===== config.mk =====
export PLATFORM = sky130hd
export DESIGN_NAME = ring_buffer_offset_lookup_unit
export DESIGN_NICKNAME = d
export VERILOG_FILES = /design/src/hw/rtl/rbol_pkg.sv /design/src/hw/rtl/rbol_slot_store.sv /design/src/hw/rtl/ring_buffer_offset_lookup_unit.sv
export SDC_FILE = /design/constraint.sdc
export NUM_CORES = 1
export LEC_CHECK = 0
export BUFFER_PORTS_ARGS = -buffer_cell sky130_fd_sc_hd__clkbuf_2
export CAP_MARGIN = 20
export CORE_MARGIN = 8
export CORE_UTILIZATION = 45
export DETAILED_ROUTE_END_ITERATION = 16
export HOLD_SLACK_MARGIN = 0.12
export SYNTH_ARGS = -nofsm -noshare
export SYNTH_HDL_FRONTEND = slang
export SYNTH_SLANG_ARGS = --single-unit

===== constraint.sdc =====
create_clock -name clk_i -period 6.8 [get_ports clk_i]
set_input_delay 1.36 -clock clk_i [delete_from_list [all_inputs] [get_ports clk_i]]
set_output_delay 1.36 -clock clk_i [all_outputs]
set_load 0.02 [all_outputs]

===== src/hw/rtl/rbol_pkg.sv =====
// ----------------------------------------------------------------------------
// Ring buffer offset lookup: shared package
// Sizes, command codes, sequencer states and the slot store port types.
// ----------------------------------------------------------------------------
package rbol_pkg;

  // Ring geometry and field widths
  localparam int unsigned DEPTH  = 16;
  localparam int unsigned IDX_W  = $clog2(DEPTH);
  localparam int unsigned LEN_W  = 16;
  localparam int unsigned HDL_W  = 32;
  localparam int unsigned TOT_W  = 20;
  localparam int unsigned SIZE_W = 16;

  // Command codes
  localparam logic CMD_ADD  = 1'b0;
  localparam logic CMD_FIND = 1'b1;

  // Sequencer states
  typedef enum logic [1:0] {
    ST_IDLE,
    ST_ADD_EVICT,
    ST_ADD_SUM,
    ST_FIND
  } rbol_state_e;

  // Write request into the slot store
  typedef struct packed {
    logic             en;
    logic [IDX_W-1:0] addr;
    logic [HDL_W-1:0] handle;
    logic [LEN_W-1:0] len;
  } slot_wr_t;

  // Registered read data from the slot store
  typedef struct packed {
    logic [HDL_W-1:0] handle;
    logic [LEN_W-1:0] len;
  } slot_rd_t;

  // Advance a ring index with wrap
  function automatic logic [IDX_W-1:0] next_idx(input logic [IDX_W-1:0] i);
    logic [IDX_W-1:0] r;
    r = (i == IDX_W'(DEPTH - 1)) ? '0 : i + 1'b1;
    return r;
  endfunction

endpackage


===== src/hw/rtl/rbol_slot_store.sv =====
// ----------------------------------------------------------------------------
// Ring buffer offset lookup: slot store
// Handle and length memories, one write and one registered read per cycle.
// Lengths read as zero until their slot is first written.
// ----------------------------------------------------------------------------
module rbol_slot_store (
  input  logic                           clk_i,
  input  logic                           rst_ni,
  input  logic [rbol_pkg::IDX_W-1:0]     rd_addr_i,
  input  rbol_pkg::slot_wr_t             wr_i,
  output rbol_pkg::slot_rd_t             rd_o
);

  logic [rbol_pkg::HDL_W-1:0] hdl_mem [rbol_pkg::DEPTH];
  logic [rbol_pkg::LEN_W-1:0] len_mem [rbol_pkg::DEPTH];
  logic [rbol_pkg::DEPTH-1:0] len_vld_q;
  logic                       rd_vld_q;
  logic [rbol_pkg::LEN_W-1:0] rd_len_q;
  logic [rbol_pkg::HDL_W-1:0] rd_hdl_q;

  // Mark slots that hold a written length
  always_ff @(posedge clk_i or negedge rst_ni) begin
    if (!rst_ni) begin
      len_vld_q <= '0;
      rd_vld_q  <= 1'b0;
    end else begin
      rd_vld_q <= len_vld_q[rd_addr_i];
      if (wr_i.en) begin
        len_vld_q[wr_i.addr] <= 1'b1;
      end
    end
  end

  // Write and read the memories
  always_ff @(posedge clk_i) begin
    if (wr_i.en) begin
      hdl_mem[wr_i.addr] <= wr_i.handle;
      len_mem[wr_i.addr] <= wr_i.len;
    end
    rd_hdl_q <= hdl_mem[rd_addr_i];
    rd_len_q <= len_mem[rd_addr_i];
  end

  // Mask lengths of never-written slots
  assign rd_o.handle = rd_hdl_q;
  assign rd_o.len    = rd_vld_q ? rd_len_q : '0;

endmodule


===== src/hw/rtl/ring_buffer_offset_lookup_unit.sv =====
// ----------------------------------------------------------------------------
// Ring buffer offset lookup unit
// Overwrite-oldest ring of record handles and lengths with a running byte
// total and a walk that maps a byte offset to its slot.
// ----------------------------------------------------------------------------
//
//  Channel   Handshake                Payload
//  --------  -----------------------  ---------------------------------------
//  request   start_i, busy_o          cmd_i, entry_size_i, entry_handle_i,
//                                     char_offset_i
//  result    done_o (one-cycle pulse) found_o, slot_index_o, found_handle_o,
//                                     byte_in_entry_o, evicted_valid_o,
//                                     evicted_handle_o, total_bytes_o
//
// A request is taken when start_i is high and busy_o is low.
// An add passes through the evict and sum states before done_o; a find
// walks one slot per cycle through the shared subtractor, paced by the
// single read port of the slot store.
// Reset clears indices, the byte total and all slot lengths at once.
// Results are shown for one cycle on done_o; the receiver cannot stall.
// ----------------------------------------------------------------------------
module ring_buffer_offset_lookup_unit (
  input  logic                          clk_i,
  input  logic                          rst_ni,
  input  logic                          start_i,
  output logic                          busy_o,
  input  logic                          cmd_i,
  input  logic [rbol_pkg::SIZE_W-1:0]   entry_size_i,
  input  logic [rbol_pkg::HDL_W-1:0]    entry_handle_i,
  input  logic [rbol_pkg::TOT_W-1:0]    char_offset_i,
  output logic                          done_o,
  output logic                          found_o,
  output logic [rbol_pkg::IDX_W-1:0]    slot_index_o,
  output logic [rbol_pkg::HDL_W-1:0]    found_handle_o,
  output logic [rbol_pkg::LEN_W-1:0]    byte_in_entry_o,
  output logic                          evicted_valid_o,
  output logic [rbol_pkg::HDL_W-1:0]    evicted_handle_o,
  output logic [rbol_pkg::TOT_W-1:0]    total_bytes_o
);

  rbol_pkg::rbol_state_e state_q, state_d;

  logic [rbol_pkg::IDX_W-1:0] wr_idx_q, rd_idx_q, pos_q, cnt_q;
  logic                       full_q;
  logic [rbol_pkg::TOT_W-1:0] total_q, remain_q;
  logic [rbol_pkg::LEN_W-1:0] size_q;
  logic [rbol_pkg::HDL_W-1:0] handle_q, ev_hdl_q;
  logic                       ev_vld_q;

  // Result registers
  logic                       done_q, found_q, res_ev_vld_q;
  logic [rbol_pkg::IDX_W-1:0] res_slot_q;
  logic [rbol_pkg::HDL_W-1:0] res_fhdl_q, res_ev_hdl_q;
  logic [rbol_pkg::LEN_W-1:0] res_inb_q;
  logic [rbol_pkg::TOT_W-1:0] res_total_q;

  logic                       accept;
  logic [rbol_pkg::IDX_W-1:0] rd_addr;
  rbol_pkg::slot_wr_t         slot_wr;
  rbol_pkg::slot_rd_t         slot_rd;

  // Shared add/subtract unit
  logic [rbol_pkg::TOT_W-1:0] alu_a, alu_b;
  logic                       alu_sub;
  logic [rbol_pkg::TOT_W:0]   alu_sum;
  logic                       alu_borrow;

  // Sequencer controls
  logic last_slot, find_hit, find_miss, find_step;
  logic evict_ld, add_done;

  assign accept = start_i && !busy_o;
  assign busy_o = (state_q != rbol_pkg::ST_IDLE);

  rbol_slot_store u_store (
    .clk_i     (clk_i),
    .rst_ni    (rst_ni),
    .rd_addr_i (rd_addr),
    .wr_i      (slot_wr),
    .rd_o      (slot_rd)
  );

  // Add or subtract; carry out of the top bit is clear on a borrow
  assign alu_sum = {1'b0, alu_a} + {1'b0, (alu_sub ? ~alu_b : alu_b)}
                   + {{rbol_pkg::TOT_W{1'b0}}, alu_sub};
  assign alu_borrow = alu_sub && !alu_sum[rbol_pkg::TOT_W];

  assign last_slot = (cnt_q == rbol_pkg::IDX_W'(rbol_pkg::DEPTH - 1));

  // Next state
  always_comb begin
    state_d = state_q;
    unique case (state_q)
      rbol_pkg::ST_IDLE: begin
        if (accept) begin
          state_d = (cmd_i == rbol_pkg::CMD_FIND) ? rbol_pkg::ST_FIND
                                                  : rbol_pkg::ST_ADD_EVICT;
        end
      end
      rbol_pkg::ST_ADD_EVICT: state_d = rbol_pkg::ST_ADD_SUM;
      rbol_pkg::ST_ADD_SUM:   state_d = rbol_pkg::ST_IDLE;
      rbol_pkg::ST_FIND: begin
        if (find_hit || find_miss) begin
          state_d = rbol_pkg::ST_IDLE;
        end
      end
      default: state_d = rbol_pkg::ST_IDLE;
    endcase
  end

  // Datapath controls per state
  always_comb begin
    alu_a          = total_q;
    alu_b          = {{(rbol_pkg::TOT_W - rbol_pkg::LEN_W){1'b0}}, slot_rd.len};
    alu_sub        = 1'b0;
    slot_wr.en     = 1'b0;
    slot_wr.addr   = wr_idx_q;
    slot_wr.handle = handle_q;
    slot_wr.len    = size_q;
    rd_addr        = (cmd_i == rbol_pkg::CMD_FIND) ? rd_idx_q : wr_idx_q;
    evict_ld       = 1'b0;
    add_done       = 1'b0;
    find_hit       = 1'b0;
    find_miss      = 1'b0;
    find_step      = 1'b0;
    unique case (state_q)
      rbol_pkg::ST_IDLE: begin
      end
      rbol_pkg::ST_ADD_EVICT: begin
        // when full, drop the oldest length from the total; write the new record
        alu_sub    = 1'b1;
        evict_ld   = 1'b1;
        slot_wr.en = 1'b1;
      end
      rbol_pkg::ST_ADD_SUM: begin
        alu_b    = {{(rbol_pkg::TOT_W - rbol_pkg::LEN_W){1'b0}}, size_q};
        add_done = 1'b1;
      end
      rbol_pkg::ST_FIND: begin
        // compare remaining offset against this slot, prefetch the next
        alu_a     = remain_q;
        alu_sub   = 1'b1;
        rd_addr   = rbol_pkg::next_idx(pos_q);
        find_hit  = alu_borrow;
        find_miss = !alu_borrow && last_slot;
        find_step = !alu_borrow && !last_slot;
      end
      default: begin
      end
    endcase
  end

  // State and ring bookkeeping
  always_ff @(posedge clk_i or negedge rst_ni) begin
    if (!rst_ni) begin
      state_q  <= rbol_pkg::ST_IDLE;
      wr_idx_q <= '0;
      rd_idx_q <= '0;
      full_q   <= 1'b0;
      total_q  <= '0;
      done_q   <= 1'b0;
    end else begin
      state_q <= state_d;
      done_q  <= add_done || find_hit || find_miss;
      if (evict_ld && full_q) begin
        total_q  <= alu_sum[rbol_pkg::TOT_W-1:0];
        rd_idx_q <= rbol_pkg::next_idx(rd_idx_q);
      end
      if (add_done) begin
        total_q  <= alu_sum[rbol_pkg::TOT_W-1:0];
        wr_idx_q <= rbol_pkg::next_idx(wr_idx_q);
        full_q   <= (rbol_pkg::next_idx(wr_idx_q) == rd_idx_q);
      end
    end
  end

  // Request capture, walk registers and results
  always_ff @(posedge clk_i) begin
    if (accept) begin
      size_q   <= entry_size_i;
      handle_q <= entry_handle_i;
      remain_q <= char_offset_i;
      pos_q    <= rd_idx_q;
      cnt_q    <= '0;
    end
    if (evict_ld) begin
      ev_vld_q <= full_q;
      ev_hdl_q <= full_q ? slot_rd.handle : '0;
    end
    if (find_step) begin
      remain_q <= alu_sum[rbol_pkg::TOT_W-1:0];
      pos_q    <= rbol_pkg::next_idx(pos_q);
      cnt_q    <= cnt_q + 1'b1;
    end
    if (add_done) begin
      found_q      <= 1'b0;
      res_slot_q   <= '0;
      res_fhdl_q   <= '0;
      res_inb_q    <= '0;
      res_ev_vld_q <= ev_vld_q;
      res_ev_hdl_q <= ev_hdl_q;
      res_total_q  <= alu_sum[rbol_pkg::TOT_W-1:0];
    end
    if (find_hit || find_miss) begin
      found_q      <= find_hit;
      res_slot_q   <= find_hit ? pos_q : '0;
      res_fhdl_q   <= find_hit ? slot_rd.handle : '0;
      res_inb_q    <= find_hit ? remain_q[rbol_pkg::LEN_W-1:0] : '0;
      res_ev_vld_q <= 1'b0;
      res_ev_hdl_q <= '0;
      res_total_q  <= total_q;
    end
  end

  assign done_o           = done_q;
  assign found_o          = found_q;
  assign slot_index_o     = res_slot_q;
  assign found_handle_o   = res_fhdl_q;
  assign byte_in_entry_o  = res_inb_q;
  assign evicted_valid_o  = res_ev_vld_q;
  assign evicted_handle_o = res_ev_hdl_q;
  assign total_bytes_o    = res_total_q;

  // A result always follows a busy cycle
  assert property (@(posedge clk_i) disable iff (!rst_ni) done_o |-> $past(busy_o))
    else $error("result pulse without a request in flight");

  // Accepted requests occupy the unit
  assert property (@(posedge clk_i) disable iff (!rst_ni) accept |=> busy_o)
    else $error("unit not busy after accepting a request");

  // A full ring has meeting indices between requests
  assert property (@(posedge clk_i) disable iff (!rst_ni)
                   (full_q && !busy_o) |-> (wr_idx_q == rd_idx_q))
    else $error("ring full with separate read and write indices");

  // Find and evict never report together
  assert property (@(posedge clk_i) disable iff (!rst_ni)
                   done_o |-> !(found_o && evicted_valid_o))
    else $error("find and evict flagged in one result");

endmodule


==> metrics, run 1 <==
ratio of cells with drive above 1 in the final layout 28.3%; die area 102000 um^2; Max Slew Vio Count 0; crit-path max cell delay 0.77 ns; Synth Area in Adders 0.832%; vias per std cell 5.74; critical path's slowest cell dfrtp_1; Vias 21233; Tot Pwr 23200 uW; worst rel slew slack 24.0%; # nets final 2515; r2r startpoint state_q[1]; number of global-route vias before repair 22116; initial antenna violation count 4; pre-CTS setup slack 1.59 ns; max-cap violations 0; Inserted Clock Buffers 108; drt first pass iters 5; Cell Area, Synth 41500 um^2; Seq/Total Area, Yosys 75.6%; final worst slack 1.56 ns; Startpoint Class flip-flop; Main synth FF type edfxtp_1; Crit path top cell by count nand2_1; Peak VDD IR 0.389 mV; Final Hold Fails 0; flops & latches, synth 1080; Async S/R FF share, synth 4.54%; # hold bufs at CTS 0; cell family with most CP delay simple AND/OR/NAND/NOR gates; first-iteration detailed-routing DRC count 2014; Psw 7760 uW; Total GRT Usage 19.2%; Die Wd 320 um; sequential share of power 40.6%; Worst EP required 7.11 ns; gpl congestion 0.867; post-synthesis net count 2301; WL met2 46800 um; min-delay src evicted_handle_o[29]; Comb pwr share 33.6%; CP Class reg2reg; CTS Root Cell clkbuf_16; post-cts resize count 0; CTS clk-pin slew, worst paths 0.06 ns; Setup Skew 0.0265 ns; number of I/O port buffers 179; Initial Util 45.4%; worst skew pair latency 0.67 ns; setup violators final 0; io pins 180; die height 320 um; Cell Pwr Density 488 nW/um^2; commonest non-fill, non-tap cell in the layout edfxtp_1; crit path launch state_q[1]; Antenna Nets Post-Route 0; first-pass GRT wire length 147000 um; max layer used met5; commonest non-fill, non-tap cells in the layout edfxtp_1 (950), nand2_1 (216), mux4_2 (193), clkbuf_2 (179), clkbuf_16 (111); final worst-path cycle share 77.0%; clock group share of total power 25.8%; Setup Buffers After CTS 0; met3 wire length 7800 um; Final HPWL DP 54700 um; min cycle time layout 5.24 ns; CP max FO 29; row count 111; cells along the critical path inv_2 > nor2_4 > nand2_1 > nand2_1 > fa_1 > a21o_1 > nand4_2 > a21boi_4 > a31oi_4 > o21ai_2 > and3_4 > or2_1 > buf_4; clock buffer depth 3; Syn Area/Cell 18.9 um^2; TNS Setup 0 ns; outcome complete, no violations; cell count after synthesis 2202; mux contribution to synthesized area 12.3%; crit path buf inv count 2; largest net degree at the start of global routing 109; Synth Area in Simple Gates 4.82%; P_leak 0.0161 uW; core box area 91500 um^2; post-synthesis compound-gate area fraction 4.31%; internal power 15400 uW; Max Freq 191 MHz; CTS tree done; # clock sinks 1080; switch share 33.5%; type of the most critical hold path reg2reg; area grow syn2layout 14.2%; synth warn 0; DRC 0; Worst EP arrival 5.55 ns; CTS H-Tree Depth 3; slew at the pin with the worst max-slew slack 1.14 ns; largest family of logic cells by synthesized area multiplexers; xor/xnor cell area share of the yosys netlist 0.549%; Post-Route WL 99300 um; synth unique cells 65; DR WL/cell 26.9 um; Post-synth EDFFs 950; grt ovf 0; Crit. End Element flip-flop; DRT met1 WL 43400 um; unrepaired setup endpoints after global routing false
[synth_stat cells (8+ instances only)]
cell type | instances | share of area, %
edfxtp_1 | 950 | 69
inv_1 | 11 | 0.099
mux2_4 | 13 | 0.47
nand3_1 | 16 | 0.19
buf_2 | 38 | 0.46
a211oi_1 | 17 | 0.31
a31oi_1 | 28 | 0.42
xor2_1 | 9 | 0.19
dfrtp_1 | 49 | 3.0
a21o_1 | 12 | 0.22
and3_1 | 22 | 0.33
o21ai_0 | 16 | 0.19
nor3_1 | 8 | 0.096
clkbuf_1 | 57 | 0.52
or2_2 | 16 | 0.24
a21oi_1 | 59 | 0.71
dfxtp_1 | 81 | 3.9
and2_1 | 89 | 1.3
nand2_1 | 216 | 2.0
mux4_2 | 193 | 10
xnor2_1 | 17 | 0.36
nor2_1 | 36 | 0.33
buf_6 | 10 | 0.27
buf_4 | 8 | 0.14
mux2_2 | 46 | 1.2
a22oi_1 | 96 | 1.7
ha_1 | 26 | 0.78
[worst reg2reg max path: stages (launching register included)]
cell      delay, ns
dfrtp_1        0.77
inv_2          0.35
nor2_4         0.58
nand2_1        0.17
nand2_1        0.14
fa_1           0.22
a21o_1         0.16
nand4_2        0.16
a21boi_4       0.30
a31oi_4        0.17
o21ai_2        0.74
and3_4         0.60
or2_1          0.17
buf_4          0.34
[power groups by stage]
stage / registers, uW / clock network [uW] / logic (uW)
detailed placement: 9540 / 0 / 7800
floorplan: 9550 / 0 / 5420
global placement: 9490 / 0 / 7680
CTS: 9410 / 6100 / 7830
global route: 9530 / 6360 / 8430
finish: 9400 / 5980 / 7770
[cell type report]
class                           instances  area [um^2]
Fill cell                            7310        44100
Sequential cell                      1080        31400
Multi-Input combinational cell        990         9590
Clock buffer                          146         3060
Tap cell                             1186         1480
Timing Repair Buffer                  224         1300
Clock inverter                         59          572
Inverter                               12         45.0
Antenna cell                            1         2.50
[registers in the layout (all words and copies together), names as in the netlist, 2 cells and up]
signal	flops
u_store.len_mem	256
rd_idx_q	4
u_store.rd_len_q	16
state_q	2
found_handle_o	32
total_bytes_o	20
cnt_q	4
slot_index_o	4
u_store.hdl_mem	512
total_q	20
ev_hdl_q	32
u_store.rd_hdl_q	32
evicted_handle_o	32
wr_idx_q	4
size_q	16
byte_in_entry_o	16
u_store.len_vld_q	16
handle_q	32
pos_q	4
remain_q	20
[stage by stage]
stage	util, %	cell area (um^2)	hold slack [ns]	std cells
floorplan	-	41500	0.423	2202
global placement	47.8	43800	0.448	3490
detailed placement	47.8	43800	0.445	3491
CTS	51.8	47400	0.458	3696
global route	51.8	47400	0.469	3697
finish	51.8	47400	0.452	3698
[metal layers]
metal	GRT usage [%]	vias up
met3	3.59	111
li1	-	9175
met5	0	-
met1	27.6	11160
met4	4.00	2
met2	30.7	785
[cells by family after synthesis]
family                     after synthesis
AOI/OAI and AO/OA                      258
xor gates and xnor gates                26
adders and majority gates               27
and+or+nand+nor                        421
DFF                                   1080
muxes                                  258
buffers and inverters                  132
[worst paths after layout]
kind | to | slack [ns] | cells past startpoint
min in group asynchronous | total_q[15] | 0.81 | 2
worst min register to register | evicted_handle_o[29] | 0.45 | 2
worst max-delay path | pos_q[2] | 1.56 | 13
max in group asynchronous | u_store.len_vld_q[1] | 5.48 | 2
worst max register to register | pos_q[2] | 1.56 | 13
worst min-delay path | evicted_handle_o[29] | 0.45 | 2
Power figures use the tool's default switching activity.
==> run 2: changes to the inputs <==
- clock period: 6.8 -> 4.9 ns (I/O delays scaled with it)
==> run 2 against run 1 <==
Compared with the run above:
- core utilization grew 0.27 points
- highest routed layer is now met4
- first-iteration DRC count grew 15%
- largest power group unchanged
- clock skew shrank 0.0051 ns
- critical endpoint is now remain_q[15]
- via count is essentially flat
- cell count grew 0.27%
==> metrics, run 2 (same netlist as run 1, synthesis figures left out) <==
Startpoint Class flip-flop; vias per std cell 5.73 (-0.25%); Crit. End Element flip-flop; initial antenna violation count 1 (-3); io pins 180 (unchanged); # clock sinks 1080 (unchanged); Psw 10800 uW (+40%); area grow syn2layout 14.8%; CTS Root Cell clkbuf_16; grt ovf 0 (unchanged); Setup Skew 0.0214 ns (-0.00508 ns); pre-CTS setup slack 0.492 ns (-1.10 ns); DRC 0 (unchanged); DR WL/cell 26.8 um (-0.36%); Post-Route WL 99200 um (about the same); largest registers u_store.hdl_mem: 512 flops, u_store.len_mem: 256 flops; Vias 21238 (+0.024%); number of I/O port buffers 179 (unchanged); Worst EP arrival 4.74 ns (-0.81 ns); commonest non-fill, non-tap cell in the layout edfxtp_1; type of the most critical hold path in2async; Util after Layout 52.1% (+0.27 points); post-cts resize count 0 (unchanged); number of global-route vias before repair 22106 (-0.045%); final worst-path cycle share 90.3% (+13 points); # hold bufs at CTS 0 (unchanged); Setup Buffers After CTS 0 (unchanged); Total GRT Usage 19.2% (about the same); Final Hold Fails 0 (unchanged); Tot Pwr 32300 uW (+40%); row count 111 (unchanged); reg2reg setup slack 0.48 ns (-1.09 ns); Max Slew Vio Count 0 (unchanged); dpl cells 3500 (+0.26%); Comb pwr share 34.1% (+0.5 points); # nets final 2524 (+0.36%); worst skew pair latency 0.67 ns (about the same); Reg area 31400 um^2 (unchanged); Initial Util 45.4% (unchanged); Critical Path End remain_q[15]; Worst EP required 5.22 ns (-1.89 ns); slew at the pin with the worst max-slew slack 1.09 ns (-0.0549 ns); CTS tree done; Inserted Clock Buffers 109 (+0.93%); final worst slack 0.475 ns (-1.09 ns); FF-to-FF path depth 13 (unchanged); gpl congestion 0.843 (-2.7%); Final HPWL DP 55800 um (+2.0%); Peak VDD IR 0.485 mV (+25%); clock group share of total power 25.6% (-0.2 points); r2r startpoint size_q[0]; worst rel slew slack 27.5% (+3.5 points); die area 102000 um^2 (unchanged); max-cap violations 0 (unchanged); CTS H-Tree Depth 3 (unchanged); commonest non-fill, non-tap cells in the layout edfxtp_1 (950), nand2_1 (216), mux4_2 (193), clkbuf_2 (179), clkbuf_16 (112); largest net degree at the start of global routing 97 (-11%); TNS Setup 0 ns (unchanged); crit path launch size_q[0]; outcome complete, no violations; max reg flops 512 (unchanged); FILL cells 7272 (-0.52%); internal power 21500 uW (+40%); min cycle time layout 4.42 ns (-0.811 ns); core box area 91500 um^2 (unchanged); Top reg by flops u_store.hdl_mem; drt first pass iters 8 (+3); setup violators final 0 (unchanged); multi-input logic area 9590 um^2 (unchanged); CP max FO 29 (unchanged); final cell count without fillers 3708 (+0.27%); ratio of cells with drive above 1 in the final layout 28.0% (-0.31 points); first-pass GRT wire length 147000 um (-0.18%); first-iteration detailed-routing DRC count 2317 (+15%); Antenna Nets Post-Route 0 (unchanged); sequential share of power 40.3% (-0.3 points); switch share 33.5% (about the same); clock buffer depth 3 (unchanged); die height 320 um (unchanged); P_leak 0.0162 uW (+0.45%); unrepaired setup endpoints after global routing false; Die Wd 320 um (unchanged); Max Freq 226 MHz (+18%); CP Class reg2reg; Cell Pwr Density 678 nW/um^2 (+39%); CTS clk-pin slew, worst paths 0.06 ns (about the same); RR Endpoint remain_q[15]
[run 2: worst max-delay path, cell delays in order (launching register included)]
cell and delay, ns:
edfxtp_1 0.65, and3b_1 0.31, a31oi_2 0.23, nor2_1 0.08
a21oi_1 0.23, fa_1 0.26, a21o_1 0.16, nand4_2 0.16
a21boi_4 0.29, a31oi_4 0.16, o21ai_2 0.49, and3_4 0.54
or2_1 0.16, buf_4 0.35
[run 2: per-stage QoR]
step,cell area [um^2],hold WS (ns)
6_report,47700,0.210
5_1_grt,47700,0.197
4_1_cts,47700,0.168
3_5_place_dp,44100,0.447
3_3_place_gp,44100,0.446
2_1_floorplan,41500,0.423
[run 2: cell type report]
class                      instances  area share, %
sequential                      1080           65.8
multi-input combinational        990           20.1
clock buffer                     160           6.53
timing repair buffer             232           3.29
tap                             1186           3.11
clock inverter                    47           1.04
inverter                          12         0.0945
antenna                            1        0.00525
[run 2: worst min path at each step]
stage,start,end,cells past startpoint
5_1_grt,rst_ni,total_q[12],1
3_5_place_dp,evicted_valid_o,evicted_valid_o,2
3_3_place_gp,evicted_handle_o[12],evicted_handle_o[12],2
2_1_floorplan,full_q,ev_vld_q,0
6_report,rst_ni,total_q[12],1
4_1_cts,rst_ni,total_q[12],1
[run 2: per-layer routing]
metal / GRT usage (%) / part of all wire [%] / up-vias
li1: - / - / 9209
met1: 26.8 / 44 / 11160
met2: 31.1 / 48 / 727
met3: 3.74 / 6.5 / 142
met4: 4.73 / 1.9 / 0
met5: 0 / 0 / -
[run 2: power groups by stage]
| stage | Clock (uW) | Combinational (uW) | Sequential, uW |
|---|---|---|---|
| global placement | 0 | 10900 | 13100 |
| finish | 8280 | 11000 | 13000 |
| floorplan | 0 | 7530 | 13200 |
| CTS | 8460 | 11100 | 13000 |
| detailed placement | 0 | 11000 | 13200 |
| global route | 8820 | 11900 | 13200 |
==> run 3: changes to the inputs <==
- ABC_AREA: not set -> 1
- CELL_PAD_IN_SITES_DETAIL_PLACEMENT: not set -> 2
- CELL_PAD_IN_SITES_GLOBAL_PLACEMENT: not set -> 2
- CORE_UTILIZATION: 45 -> 43
- PLACE_DENSITY_LB_ADDON: not set -> 0.1
==> run 3 against run 2 <==
Compared with the run above:
- register-to-register slack hardly changed
- global-route usage is 5.9 points higher
- fmax hardly changed
- non-clock buffer count is 14 higher
- cell count is 44% higher
- power is 9.6% higher
- sequential power hardly changed
- largest cell class unchanged
- critical path type unchanged
==> metrics, run 3 <==
outcome complete, no violations; Cell Area, Synth 44300 um^2 (+6.7%); io pins 180 (unchanged); # diodes 0 (-1); worst skew pair latency 0.71 ns (+0.04 ns); TNS Setup 0 ns (unchanged); Main synth FF type edfxtp_1; number of I/O port buffers 179 (unchanged); # hold bufs at CTS 0 (unchanged); core box area 102000 um^2 (+11%); CTS tree done; max reg flops 512 (unchanged); largest net degree at the start of global routing 194 (+100%); pre-CTS setup slack 0.694 ns (+0.202 ns); Worst EP arrival 4.85 ns (+0.11 ns); flops & latches, synth 1080 (unchanged); Vias 29837 (+40%); Synth top cells by count edfxtp_1 (950), nand2_1 (785), inv_1 (549); Startpoint Class flip-flop; final worst-path cycle share 90.3% (about the same); post-cts resize count 0 (unchanged); critical path's slowest cell nand2_1; area grow syn2layout 13.8%; Die Wd 337 um (+5.4%); CTS clk-pin slew, worst paths 0.06 ns (about the same); CTS Root Cell clkbuf_16; commonest non-fill, non-tap cell in the layout edfxtp_1; Total GRT Usage 25.1% (+5.9 points); type of the most critical hold path in2async; dominant cells by area after synthesis edfxtp_1 (64%), o211ai_1 (6.7%), nand2_1 (6.7%), inv_1 (4.7%), nand3_1 (3.8%); Tot Pwr 35400 uW (+9.6%); DRC 0 (unchanged); cells along the critical path inv_1 > nand2_1 > o22ai_1 > a21oi_1 > ha_1 > nand2_1 > nand2_1 > inv_1 > nor2_1 > nor2_1 > nand3_1 > nand2_1 > nand2_1 > nand2_1 > buf_4 > nor2_2 > inv_1 > buf_4 > o21ai_1; Inserted Clock Buffers 115 (+5.5%); Antenna Nets Post-Route 0 (unchanged); commonest non-fill, non-tap cells in the layout edfxtp_1 (950), nand2_1 (784), inv_1 (548), o211ai_1 (394), nand3_1 (332); # clock sinks 1080 (unchanged); # nets final 3967 (+57%); max-cap violations 0 (unchanged); largest registers u_store.hdl_mem: 512 flops, u_store.len_mem: 256 flops; unrepaired setup endpoints after global routing false; initial antenna violation count 5 (+4); share of the synthesized area in the top cell type 64.4% (-4.3 points); Async S/R FF share, synth 4.54% (unchanged); dominant cell type by area after synthesis edfxtp_1; CP Class reg2reg; synth unique cells 41 (-37%); first-iteration detailed-routing DRC count 2182 (-5.8%); Crit. End Element flip-flop; Max Slew Vio Count 0 (unchanged); worst rel slew slack 29.1% (+1.6 points); P_leak 0.0199 uW (+23%); Top reg by flops u_store.hdl_mem; Crit path top cell by count nand2_1; Post-Route WL 144000 um (+45%); die area 114000 um^2 (+11%); Worst EP required 5.33 ns (+0.11 ns); Util after Layout 49.4% (-2.7 points); grt ovf 0 (unchanged); Final HPWL DP 83300 um (+49%); first-pass GRT wire length 214000 um (+46%); gpl congestion 0.845 (+0.31%); Max Freq 226 MHz (about the same); DR WL/cell 27.0 um (+1.1%); Cell Pwr Density 702 nW/um^2 (+3.6%); ratio of cells with drive above 1 in the final layout 11.5% (-17 points); drt first pass iters 5 (-3); post-synthesis net count 3814 (+66%); number of global-route vias before repair 33213 (+50%); min cycle time layout 4.42 ns (-0.00169 ns); Peak VDD IR 0.547 mV (+13%); Seq/Total Area, Yosys 70.8% (-4.8 points); cell count after synthesis 3715 (+69%); most frequent cell after synthesis edfxtp_1; worst hold margin 0.356 ns (+0.146 ns); Setup Skew 0.0291 ns (+0.00765 ns); slew at the pin with the worst max-slew slack 1.06 ns (-0.0216 ns); Post-synth EDFFs 950 (unchanged); die height 337 um (+5.4%); CP max FO 38 (+31%); row count 117 (+5.4%); Initial Util 43.4% (-1.9 points); Final Hold Fails 0 (unchanged); Syn Area/Cell 11.9 um^2 (-37%); synth warn 0 (unchanged); vias per std cell 5.59 (-2.4%); clock buffer depth 3 (unchanged); CTS H-Tree Depth 3 (unchanged); setup violators final 0 (unchanged); Setup Buffers After CTS 0 (unchanged); crit-path max cell delay 0.59 ns (-0.06 ns); final worst slack 0.477 ns (+0.00168 ns)
==> run 3: cell count changes after synthesis, moves of 46 or more <==
cell      before  now
nand2_1      216  785
mux4_2       193    0
nand3_1       16  332
a22oi_1       96   33
mux2_2        46    0
buf_2         38   96
o211ai_1       5  394
and2_1        89    1
inv_1         11  549
nor2_1        36  111
o21ai_0       16   79
==> run 3: through the flow <==
step / cell area, um^2 / instances
floorplan: 44300 / 3715
global placement: 46700 / 5116
detailed placement: 46700 / 5117
CTS: 50400 / 5336
global route: 50400 / 5338
finish: 50400 / 5338
==> run 3: final cells by class <==
type / count / area, um^2
clock buffers: 158 / 3210
clock inverters: 61 / 448
fillers: 10059 / 51600
inverters: 554 / 2090
multi-input cells: 1871 / 9850
flip-flops and latches: 1080 / 31400
well taps: 1368 / 1710
repair buffers: 246 / 1750
==> run 3: cells by family (layout without fill, tap and decap cells) <==
kind of cell             count (synthesis)  in the layout  share of synthesized area [%]
flip-flops                            1080           1080                           70.8
XOR/XNOR                                21             21                          0.415
adder cells (fa/ha/maj)                 27             27                          0.779
AO/OA/AOI/OAI                          570            570                           8.98
AND/OR/NAND/NOR                       1253           1253                           11.7
buffers and inverters                  764           1019                           7.31
==> run 3: path summary, 6_finish.rpt <==
kind,from,to,slack [ns],cells after the start
setup / recovery,state_q[1],remain_q[10],0.48,19
hold / removal,rst_ni,total_q[7],0.36,1
setup reg to reg,state_q[1],remain_q[10],0.48,19
hold reg to reg,u_store.len_vld_q[8],u_store.len_vld_q[8],0.48,2
max in group asynchronous,rst_ni,total_q[15],3.61,2
min in group clk_i,entry_handle_i[22],handle_q[22],0.45,1
==> run 3: layer usage <==
metal	up-vias	part of all wire (%)	global-route usage, %
met4	0	3.1	7.88
met3	280	4.9	3.79
met5	-	0	0
li1	13243	-	-
met2	812	49	43.1
met1	15502	43	32.8
==> run 3: worst max-delay path, delay by kind of cell, from the launching register on <==
kind            cells  cell delay, ns
compound gates      3            0.64
fa+ha+maj           1            0.34
buf+inv             5            1.13
flops               1            0.56
simple gates       10            1.46
==> run 3: report_power, final <==
part	total (uW)	switching [uW]	internal, uW
Clock	8540	3710	4830
Combinational	13600	9820	3820
Sequential	13200	1180	12000
